==> config.mk <==
export PLATFORM = sky130hd
export DESIGN_NAME = fixed_length_path_search_top
export DESIGN_NICKNAME = d
export VERILOG_FILES = /design/src/hw/rtl/fps_pkg.sv /design/src/hw/rtl/fps_ram.sv /design/src/hw/rtl/fixed_length_path_search_top.sv
export VERILOG_INCLUDE_DIRS = /design/src /design/src/hw/rtl
export SDC_FILE = /design/constraint.sdc
export NUM_CORES = 2
export LEC_CHECK = 0
export ABC_AREA = 1
export BUFFER_PORTS_ARGS = -buffer_cell sky130_fd_sc_hd__buf_2
export CAP_MARGIN = 10
export CORE_MARGIN = 1
export CORE_UTILIZATION = 57
export DETAILED_ROUTE_END_ITERATION = 12
export HOLD_SLACK_MARGIN = 0.02
export PLACE_DENSITY_LB_ADDON = 0.2
export SETUP_SLACK_MARGIN = 0.5
export SLEW_MARGIN = 30
export SYNTH_ARGS = -nofsm -noshare
export SYNTH_HDL_FRONTEND = slang
export SYNTH_SLANG_ARGS = --single-unit
==> constraint.sdc <==
create_clock -name clk -period 3.65 [get_ports clk]
set_input_delay 0.5475 -clock clk [delete_from_list [all_inputs] [get_ports clk]]
set_output_delay 0.5475 -clock clk [all_outputs]
set_load 0.005 [all_outputs]
==> src/hw/rtl/fixed_length_path_search_top_assert.svh <==
// Assertion macros for the fixed-length path search block.
`ifndef FIXED_LENGTH_PATH_SEARCH_TOP_ASSERT_SVH
`define FIXED_LENGTH_PATH_SEARCH_TOP_ASSERT_SVH
`ifndef SYNTHESIS
`define FPS_ASSERT_IMP(lbl, ante, cons, msg) \
  lbl: assert property (@(posedge clk) disable iff (!rst_n) (ante) |-> (cons)) \
    else $error(msg);
`define FPS_ASSERT_NEXT(lbl, ante, cons, msg) \
  lbl: assert property (@(posedge clk) disable iff (!rst_n) (ante) |=> (cons)) \
    else $error(msg);
`else
`define FPS_ASSERT_IMP(lbl, ante, cons, msg)
`define FPS_ASSERT_NEXT(lbl, ante, cons, msg)
`endif
`endif

==> src/hw/rtl/fps_pkg.sv <==
// Shared constants for the fixed-length path search block.
`default_nettype none

package fps_pkg;

  localparam int OP_W        = 2;
  localparam int VERTEX_W    = 5;
  localparam int SLOT_W      = 4;
  localparam int DEGREE_W    = 5;
  localparam int LEN_W       = 5;
  localparam int CFG_W       = 6;

  localparam int MAX_VERTICES = 32;
  localparam int MAX_DEGREE   = 16;
  localparam int STACK_DEPTH  = 32;

  localparam logic [CFG_W-1:0] VCOUNT_RESET = CFG_W'(32);

  localparam logic [OP_W-1:0] OP_WR_NBR = 2'd0;
  localparam logic [OP_W-1:0] OP_WR_DEG = 2'd1;
  localparam logic [OP_W-1:0] OP_QUERY  = 2'd2;

endpackage

`default_nettype wire

==> src/hw/rtl/fps_ram.sv <==
// Simple dual-port synchronous RAM with registered read.
`default_nettype none

module fps_ram #(
  parameter int Width = 8,
  parameter int Depth = 32
) (
  input  wire logic                     clk,
  input  wire logic                     we,
  input  wire logic [$clog2(Depth)-1:0] waddr,
  input  wire logic [Width-1:0]         wdata,
  input  wire logic [$clog2(Depth)-1:0] raddr,
  output logic      [Width-1:0]         rdata
);

  logic [Width-1:0] mem [Depth];

  always_ff @(posedge clk) begin
    if (we) begin
      mem[waddr] <= wdata;
    end
    rdata <= mem[raddr];
  end

endmodule

`default_nettype wire

==> src/hw/rtl/fixed_length_path_search_top.sv <==
// Top level of the fixed-length path search: graph load, search sequencer, result output.
//
//   channel  | signals                                  | transfer when
//   ---------+------------------------------------------+----------------------------
//   command  | start, busy, in_op .. in_path_length     | start high while busy low
//   result   | out_valid, out_found, out_path_vertex,   | every cycle out_valid is high
//            | out_last                                 |
//   config   | cfg_valid, cfg_ready, cfg_vertex_count   | cfg_valid and cfg_ready high
//
// Graph writes never leave idle. A rejected query is answered in the cycle after it is
// accepted. A search tries neighbour slots, backtracks, and at full length scans the
// candidate's slots for the end vertex; all of it is paced by the single read port of the
// neighbour RAM. A found path is then streamed from the start vertex to the end vertex.
// Reset is synchronous and clears the degree table and used marks at once; there is no
// clearing pass. Results cannot be stalled.
`default_nettype none

`include "fixed_length_path_search_top_assert.svh"

module fixed_length_path_search_top #(
  parameter int MaxVertices = fps_pkg::MAX_VERTICES,
  parameter int MaxDegree   = fps_pkg::MAX_DEGREE
) (
  input  wire logic                          clk,
  input  wire logic                          rst_n,
  input  wire logic                          start,
  output logic                               busy,
  input  wire logic [fps_pkg::OP_W-1:0]      in_op,
  input  wire logic [fps_pkg::VERTEX_W-1:0]  in_vertex,
  input  wire logic [fps_pkg::SLOT_W-1:0]    in_slot,
  input  wire logic [fps_pkg::VERTEX_W-1:0]  in_neighbour,
  input  wire logic [fps_pkg::DEGREE_W-1:0]  in_degree,
  input  wire logic [fps_pkg::VERTEX_W-1:0]  in_start_vertex,
  input  wire logic [fps_pkg::VERTEX_W-1:0]  in_end_vertex,
  input  wire logic [fps_pkg::LEN_W-1:0]     in_path_length,
  output logic                               out_valid,
  output logic                               out_found,
  output logic      [fps_pkg::VERTEX_W-1:0]  out_path_vertex,
  output logic                               out_last,
  input  wire logic                          cfg_valid,
  output logic                               cfg_ready,
  input  wire logic [fps_pkg::CFG_W-1:0]     cfg_vertex_count
);

  import fps_pkg::*;

  // Vertex fields are five bits wide, so rows beyond that can never be addressed.
  localparam int NumRows  = (MaxVertices < (1 << VERTEX_W)) ? MaxVertices : (1 << VERTEX_W);
  localparam int RowW     = $clog2(NumRows);
  localparam int SlotW    = $clog2(MaxDegree);
  localparam int DegW     = $clog2(MaxDegree + 1);
  localparam int NbrDepth = NumRows << SlotW;
  localparam int NbrAw    = RowW + SlotW;
  localparam int StackAw  = $clog2(STACK_DEPTH);
  localparam int StackW   = VERTEX_W + DegW;

  localparam logic [3:0] S_IDLE      = 4'd0;
  localparam logic [3:0] S_FETCH     = 4'd1;
  localparam logic [3:0] S_POP       = 4'd2;
  localparam logic [3:0] S_TEST      = 4'd3;
  localparam logic [3:0] S_TOUCH     = 4'd4;
  localparam logic [3:0] S_TOUCH_CHK = 4'd5;
  localparam logic [3:0] S_EMIT_A    = 4'd6;
  localparam logic [3:0] S_EMIT_B    = 4'd7;
  localparam logic [3:0] S_EMIT_K    = 4'd8;
  localparam logic [3:0] S_EMIT_E    = 4'd9;

  logic [3:0]          state_r, state_nxt;
  logic [CFG_W-1:0]    vc_r, vc_nxt;
  logic [CFG_W-1:0]    cnt_r, cnt_nxt;
  logic [VERTEX_W-1:0] u_r, u_nxt;
  logic [VERTEX_W-1:0] k_r, k_nxt;
  logic [VERTEX_W-1:0] end_r, end_nxt;
  logic [DegW-1:0]     j_r, j_nxt;
  logic [DegW-1:0]     t_r, t_nxt;
  logic [LEN_W-1:0]    pos_r, pos_nxt;
  logic [LEN_W-1:0]    len_r, len_nxt;
  logic [LEN_W-1:0]    i_r, i_nxt;
  logic [NumRows-1:0]  used_r, used_nxt;
  logic [DegW-1:0]     deg_r [NumRows];

  logic                out_valid_r, out_valid_nxt;
  logic                out_found_r, out_found_nxt;
  logic [VERTEX_W-1:0] out_path_vertex_r, out_path_vertex_nxt;
  logic                out_last_r, out_last_nxt;

  logic                accept;
  logic [CFG_W-1:0]    live;
  logic                bad_query;
  logic [VERTEX_W-1:0] deg_addr;
  logic [DegW-1:0]     deg_cur;
  logic                k_ok;
  logic                k_skip;

  logic                nbr_we;
  logic [NbrAw-1:0]    nbr_waddr;
  logic [NbrAw-1:0]    nbr_raddr;
  logic [VERTEX_W-1:0] nbr_rdata;

  logic                stk_we;
  logic [StackAw-1:0]  stk_waddr;
  logic [StackAw-1:0]  stk_raddr;
  logic [StackW-1:0]   stk_wdata;
  logic [StackW-1:0]   stk_rdata;

  assign busy      = (state_r != S_IDLE);
  assign accept    = start && !busy;
  assign cfg_ready = 1'b1;

  assign out_valid       = out_valid_r;
  assign out_found       = out_found_r;
  assign out_path_vertex = out_path_vertex_r;
  assign out_last        = out_last_r;

  assign live = (vc_r > CFG_W'(NumRows)) ? CFG_W'(NumRows) : vc_r;
  assign bad_query = (CFG_W'(in_start_vertex) >= live) || (CFG_W'(in_end_vertex) >= live) ||
                     (in_start_vertex == in_end_vertex) || (in_path_length < LEN_W'(2));

  // The degree lookup serves the current vertex, or the candidate during the end check.
  assign deg_addr = (state_r == S_TOUCH) ? k_r : u_r;
  assign deg_cur  = deg_r[RowW'(deg_addr)];

  // A neighbour outside the live graph is treated exactly like a used one.
  assign k_ok   = (CFG_W'(nbr_rdata) < cnt_r);
  assign k_skip = !k_ok || used_r[RowW'(nbr_rdata)];

  // Neighbour RAM: loaded in idle, read only while searching, so ports never collide.
  assign nbr_we    = accept && (in_op == OP_WR_NBR) && (int'(in_vertex) < NumRows) &&
                     (int'(in_slot) < MaxDegree);
  assign nbr_waddr = {RowW'(in_vertex), SlotW'(in_slot)};
  assign nbr_raddr = (state_r == S_TOUCH) ? {RowW'(k_r), SlotW'(t_r)}
                                          : {RowW'(u_r), SlotW'(j_r)};

  fps_ram #(
    .Width (VERTEX_W),
    .Depth (NbrDepth)
  ) u_nbr_ram (
    .clk   (clk),
    .we    (nbr_we),
    .waddr (nbr_waddr),
    .wdata (in_neighbour),
    .raddr (nbr_raddr),
    .rdata (nbr_rdata)
  );

  // Stack entry d holds path vertex d and the slot to resume at for depth d + 1.
  // Writes and reads fall in different states, so no forwarding is needed.
  assign stk_waddr = StackAw'(pos_r - LEN_W'(2));
  assign stk_wdata = {u_r, j_r};
  always_comb begin
    case (state_r)
      S_FETCH:  stk_raddr = StackAw'(pos_r - LEN_W'(3));
      S_EMIT_B: stk_raddr = StackAw'(i_r + LEN_W'(1));
      default:  stk_raddr = StackAw'(i_r);
    endcase
  end

  fps_ram #(
    .Width (StackW),
    .Depth (STACK_DEPTH)
  ) u_stack_ram (
    .clk   (clk),
    .we    (stk_we),
    .waddr (stk_waddr),
    .wdata (stk_wdata),
    .raddr (stk_raddr),
    .rdata (stk_rdata)
  );

  always_comb begin
    state_nxt           = state_r;
    vc_nxt              = vc_r;
    cnt_nxt             = cnt_r;
    u_nxt               = u_r;
    k_nxt               = k_r;
    end_nxt             = end_r;
    j_nxt               = j_r;
    t_nxt               = t_r;
    pos_nxt             = pos_r;
    len_nxt             = len_r;
    i_nxt               = i_r;
    used_nxt            = used_r;
    out_valid_nxt       = 1'b0;
    out_found_nxt       = 1'b0;
    out_path_vertex_nxt = '0;
    out_last_nxt        = 1'b0;
    stk_we              = 1'b0;

    if (cfg_valid && cfg_ready) begin
      vc_nxt = cfg_vertex_count;
    end

    unique case (state_r)
      S_IDLE: begin
        if (accept && (in_op == OP_QUERY)) begin
          if (bad_query) begin
            out_valid_nxt = 1'b1;
            out_last_nxt  = 1'b1;
          end else begin
            used_nxt                        = '0;
            used_nxt[RowW'(in_start_vertex)] = 1'b1;
            used_nxt[RowW'(in_end_vertex)]   = 1'b1;
            cnt_nxt   = live;
            u_nxt     = in_start_vertex;
            end_nxt   = in_end_vertex;
            len_nxt   = in_path_length;
            pos_nxt   = LEN_W'(2);
            j_nxt     = '0;
            state_nxt = S_FETCH;
          end
        end
      end
      S_FETCH: begin
        if (j_r >= deg_cur) begin
          if (pos_r <= LEN_W'(2)) begin
            out_valid_nxt = 1'b1;
            out_last_nxt  = 1'b1;
            state_nxt     = S_IDLE;
          end else begin
            used_nxt[RowW'(u_r)] = 1'b0;
            pos_nxt   = pos_r - LEN_W'(1);
            state_nxt = S_POP;
          end
        end else begin
          j_nxt     = j_r + DegW'(1);
          state_nxt = S_TEST;
        end
      end
      S_POP: begin
        u_nxt     = stk_rdata[StackW-1 -: VERTEX_W];
        j_nxt     = stk_rdata[DegW-1:0];
        state_nxt = S_FETCH;
      end
      S_TEST: begin
        if (k_skip) begin
          state_nxt = S_FETCH;
        end else if (pos_r < len_r) begin
          used_nxt[RowW'(nbr_rdata)] = 1'b1;
          stk_we    = 1'b1;
          u_nxt     = nbr_rdata;
          pos_nxt   = pos_r + LEN_W'(1);
          j_nxt     = '0;
          state_nxt = S_FETCH;
        end else begin
          k_nxt     = nbr_rdata;
          t_nxt     = '0;
          state_nxt = S_TOUCH;
        end
      end
      S_TOUCH: begin
        if (t_r >= deg_cur) begin
          state_nxt = S_FETCH;
        end else begin
          t_nxt     = t_r + DegW'(1);
          state_nxt = S_TOUCH_CHK;
        end
      end
      S_TOUCH_CHK: begin
        if (nbr_rdata == end_r) begin
          // Store the last stacked vertex so the whole prefix streams from the RAM.
          stk_we    = 1'b1;
          i_nxt     = '0;
          state_nxt = S_EMIT_A;
        end else begin
          state_nxt = S_TOUCH;
        end
      end
      S_EMIT_A: begin
        state_nxt = S_EMIT_B;
      end
      S_EMIT_B: begin
        out_valid_nxt       = 1'b1;
        out_found_nxt       = 1'b1;
        out_path_vertex_nxt = stk_rdata[StackW-1 -: VERTEX_W];
        if (i_r == pos_r - LEN_W'(2)) begin
          state_nxt = S_EMIT_K;
        end else begin
          i_nxt = i_r + LEN_W'(1);
        end
      end
      S_EMIT_K: begin
        out_valid_nxt       = 1'b1;
        out_found_nxt       = 1'b1;
        out_path_vertex_nxt = k_r;
        state_nxt           = S_EMIT_E;
      end
      S_EMIT_E: begin
        out_valid_nxt       = 1'b1;
        out_found_nxt       = 1'b1;
        out_path_vertex_nxt = end_r;
        out_last_nxt        = 1'b1;
        state_nxt           = S_IDLE;
      end
      default: begin
        state_nxt = S_IDLE;
      end
    endcase
  end

  always_ff @(posedge clk) begin
    if (!rst_n) begin
      state_r     <= S_IDLE;
      vc_r        <= VCOUNT_RESET;
      used_r      <= '0;
      out_valid_r <= 1'b0;
    end else begin
      state_r     <= state_nxt;
      vc_r        <= vc_nxt;
      used_r      <= used_nxt;
      out_valid_r <= out_valid_nxt;
    end
  end

  always_ff @(posedge clk) begin
    cnt_r             <= cnt_nxt;
    u_r               <= u_nxt;
    k_r               <= k_nxt;
    end_r             <= end_nxt;
    j_r               <= j_nxt;
    t_r               <= t_nxt;
    pos_r             <= pos_nxt;
    len_r             <= len_nxt;
    i_r               <= i_nxt;
    out_found_r       <= out_found_nxt;
    out_path_vertex_r <= out_path_vertex_nxt;
    out_last_r        <= out_last_nxt;
  end

  // Degree table, cleared by reset; a degree above the slot count is clipped.
  always_ff @(posedge clk) begin
    if (!rst_n) begin
      for (int r = 0; r < NumRows; r++) begin
        deg_r[r] <= '0;
      end
    end else if (accept && (in_op == OP_WR_DEG) && (int'(in_vertex) < NumRows)) begin
      deg_r[RowW'(in_vertex)] <= (int'(in_degree) > MaxDegree) ? DegW'(MaxDegree)
                                                                : DegW'(in_degree);
    end
  end

  `FPS_ASSERT_IMP(a_notfound_form, out_valid_r && !out_found_r,
                  out_last_r && (out_path_vertex_r == '0), "not-found result malformed")
  `FPS_ASSERT_IMP(a_depth_range, state_r != S_IDLE,
                  (pos_r >= LEN_W'(2)) && (pos_r <= len_r), "search depth out of range")
  `FPS_ASSERT_IMP(a_end_marked, state_r != S_IDLE,
                  used_r[RowW'(end_r)], "end vertex lost its used mark")
  `FPS_ASSERT_NEXT(a_no_early_result, state_r == S_TEST,
                   !out_valid_r, "result strobe while a candidate is tested")

endmodule

`default_nettype wire

==> metrics.md <==
| Metric | Value |
|---|---|
| Status | `complete, but fails checks` |
| Failing checks | `DRC, setup timing` |
| Initial Util | `57.31%` |
| Worst path required time | `4.52 ns` |
| Yosys warns | `0` |
| Vias/cell | `6.346` |
| CTS tree | `built` |
| RD Place Congestion | `0.9662` |
| Overflow after GRT | `0` |
| Seq/Total Area, Yosys | `70.59%` |
| Max Cap Viol | `0` |
| Post-synthesis compound-gate area fraction | `~2.6%` |
| CTS H-tree lvls | `5` |
| Clock tree sinks | `approximately 3,200` |
| Clock Path Buffers | `4` |
| Post-Synth XOR/XNOR Area | `0.09210%` |
| Layout cell share with drive strength beyond 1 | `12.93%` |
| Largest family of logic cells by synthesized area | `simple AND/OR/NAND/NOR gates` |
| DR vias | `96,490` |
| Setup violators final | `37` |
| Post-synthesis mux area share | `0%` |
| Drt total wl | `roughly 400 mm` |
| Minimum clock period | `3.744 ns` |
| First-pass GRT wire length | `a little under 600 mm` |
| Root buffer cell | `clkbuf_16` |
| Top_reg_cell synth | `edfxtp_1` |
| Slowest cell on crit path | `dfxtp_2` |
| Slew margin rel. | `around 33%` |
| Fraction of the mapped netlist area in simple logic gates | `22.74%` |
| Synth Instances | `around 12,000` |
| Most frequent CP cell | `nand2_1` |
| Die Span X | `between 400 and 500 µm` |
| Mean Syn Cell Area | `11.42 µm²` |
| Peak supply drop | `0.0005107 V` |
| Synth Cell Area | `~0.13 mm²` |
| Layout area overhead | `15.63%` |
| Pre-CTS WS | `-0.3278 ns` |
| IO Port Bufs | `54` |
| Area share of the largest cell type after synthesis | `between 60% and 70%` |
| Total GRT Usage | `around a third` |
| Clk pin slew, worst setup/hold paths | `roughly 0.06 ns` |
| Initial antenna violation count | `19` |
| # DRC | `2` |
| Die Ht | `between 400 and 500 µm` |
| Synth cell count leaders | `nand3_1 (3,277), edfxtp_1 (3,086), nand2_1 (2,304), nor2_1 (1,030), buf_2 (400)` |
| DRT iter0 DRCs | `approximately 14,000` |
| Dpl cells | `around 14,000` |
| Reg-to-reg slack, setup | `-0.09 ns` |
| CTS Buf Count | `333` |
| Cell with the most instances after synthesis | `nand3_1` |
| Slew Viols, Final | `0` |
| Share of flip-flops with an asynchronous set or reset | `0%` |
| Worst slew pin tran | `1.001 ns` |
| Final hold vios | `0` |
| Post-route ant nets | `0` |
| Synth Register Bits | `3,151` |
| Startpoint Class | `register` |
| Leading area contributor after synthesis | `edfxtp_1` |
| Die area | `0.2355 mm²` |
| Largest net degree at the start of global routing | `94` |
| Worst Clk Skew | `about 0.058 ns` |
| HPWL after detailed placement | `232.9 mm` |
| RSZ-0062 raised after global routing | `true` |
| Setup ws final | `-0.09427 ns` |
| Leak | `54.26 nW` |
| Vias in the first global route | `92,270` |
| Core box area | `0.2323 mm²` |
| Clock Latency Late Sink | `0.98 ns` |
| FMAX | `267.1 MHz` |
| Final Non-Filler Cells | `~15,000` |
| Synthesized Nets | `about 12,000` |
| Drt wl/cell | `25.99 µm` |
| PD cells | `~620 mW/mm²` |
| Post-layout nets | `12,000` |
| Worst Path Arrival | `4.61 ns` |
| CP Class | `reg2reg` |
| Num rows | `about 180` |
| Post-synth EDFFs | `3,086` |
| Slowest stage delay, CP | `0.35 ns` |
| CP max FO | `16` |
| Period utilization | `102.6%` |
| Top cells by area, synth | `edfxtp_1 (70%), nand3_1 (12%), nand2_1 (6.5%)` |
| HP Class | `in2reg` |
| Setup crit end kind | `register` |
| DR pass1 iterations | `12` |
| Adder-Cell Fraction of Synth Area | `0.3910%` |
| Synth cell types | `57` |
| Top Ports | `56` |
| Fin util | `66.27%` |
==> power breakdown <==
group | internal (mW) | switching, mW | leakage [nW]
logic | 7.35 | 14.8 | 20.7
clock network | 19.2 | 13.7 | 5.04
registers | 40.2 | 0.254 | 28.5
==> sequential cells by signal (all words and copies together), names as in the netlist, 6 cells and up <==
signal and flops:
u_stack_ram.rdata 10, cnt_r 6, used_r 32, vc_r 6, u_stack_ram.mem 320, deg_r 160, u_nbr_ram.mem 2560
==> critical path, delay by kind of cell (launching register included) <==
family	cells	cell delay [ns]
adders and majority gates	1	0.27
DFF	1	0.35
AOI/OAI and AO/OA	7	1.07
and+or+nand+nor	12	1.26
buffers and inverters	5	0.72
==> through the flow <==
step           cell area, µm²  hold WS (ns)  power [mW]   TNS, ns
3_5_place_dp           140000        0.5132       60.58    -11.66
4_1_cts                152300       0.02166       94.21         0
3_3_place_gp           140000        0.4761       60.33    -9.528
2_1_floorplan          133300        0.4497       52.74  -0.06310
5_1_grt                153900       0.05289       98.46    -10.47
6_report               153900       0.06671       95.57    -2.463
==> per-layer routing <==
layer | track usage (%) | wire length, µm | up-vias
met5 | 0 | 51 | -
met4 | 14.09 | 15980 | 8
met3 | 6.402 | 44920 | 929
met2 | 50.55 | 183400 | 6108
met1 | 45.39 | 150700 | 46980
li1 | - | - | 42470
==> cell families (layout without fill, tap and decap cells) <==
group	after synthesis	count (layout)
adder cells (fa/ha/maj)	41	41
XOR/XNOR	14	14
AND/OR/NAND/NOR	6841	6841
other	1	12
flip-flops	3151	3151
AO/OA/AOI/OAI	539	539
buffers and inverters	1075	1564
==> final cells by class <==
cell class | count | area, µm²
Antenna cell | 11 | 27.53
Clock buffer | 412 | 8776
Clock inverter | 161 | 1617
Fill cell | 16680 | 78370
Inverter | 212 | 873.3
Multi-Input combinational cell | 7436 | 35750
Sequential cell | 3151 | 93980
Tap cell | 3043 | 3807
Timing Repair Buffer | 776 | 9084
Timing Repair inverter | 3 | 33.78
==> path summary, 6_finish.rpt <==
check / startpoint / endpoint / depth (start not counted)
setup / recovery: state_r[2] / used_r[14] / 25
hold / removal: in_neighbour[1] / u_nbr_ram.mem[246][1] / 1
setup reg to reg: state_r[2] / used_r[14] / 25
hold reg to reg: used_r[15] / used_r[15] / 4
==> repair_timing <==
item	in CTS	in global routing
gates cloned	19	19
setup buffers	41	31
hold buffers	27	0
setup endpoints to repair	2629	838
pin swaps	26	36
endpoints found under the hold margin	17	0
resized for setup	170	241
==> placed cells by master (no fill, tap or decap), types with 38 or more instances in the layout <==
master	Yosys	layout
o211ai_1	69	69
inv_1	197	192
buf_12	0	154
nor3_1	97	94
clkinv_2	1	41
or2_2	65	64
nand3_1	3277	3190
o221ai_1	69	66
clkbuf_1	371	70
nor2_2	3	105
ha_1	40	38
dfxtp_1	65	59
clkbuf_16	0	355
nand3_2	1	70
nand2_1	2304	2259
buf_2	400	49
nor2_1	1030	925
edfxtp_1	3086	3086
o21ai_0	236	213
clkinv_1	2	64
buf_4	37	443
Power figures use the tool's default switching activity.
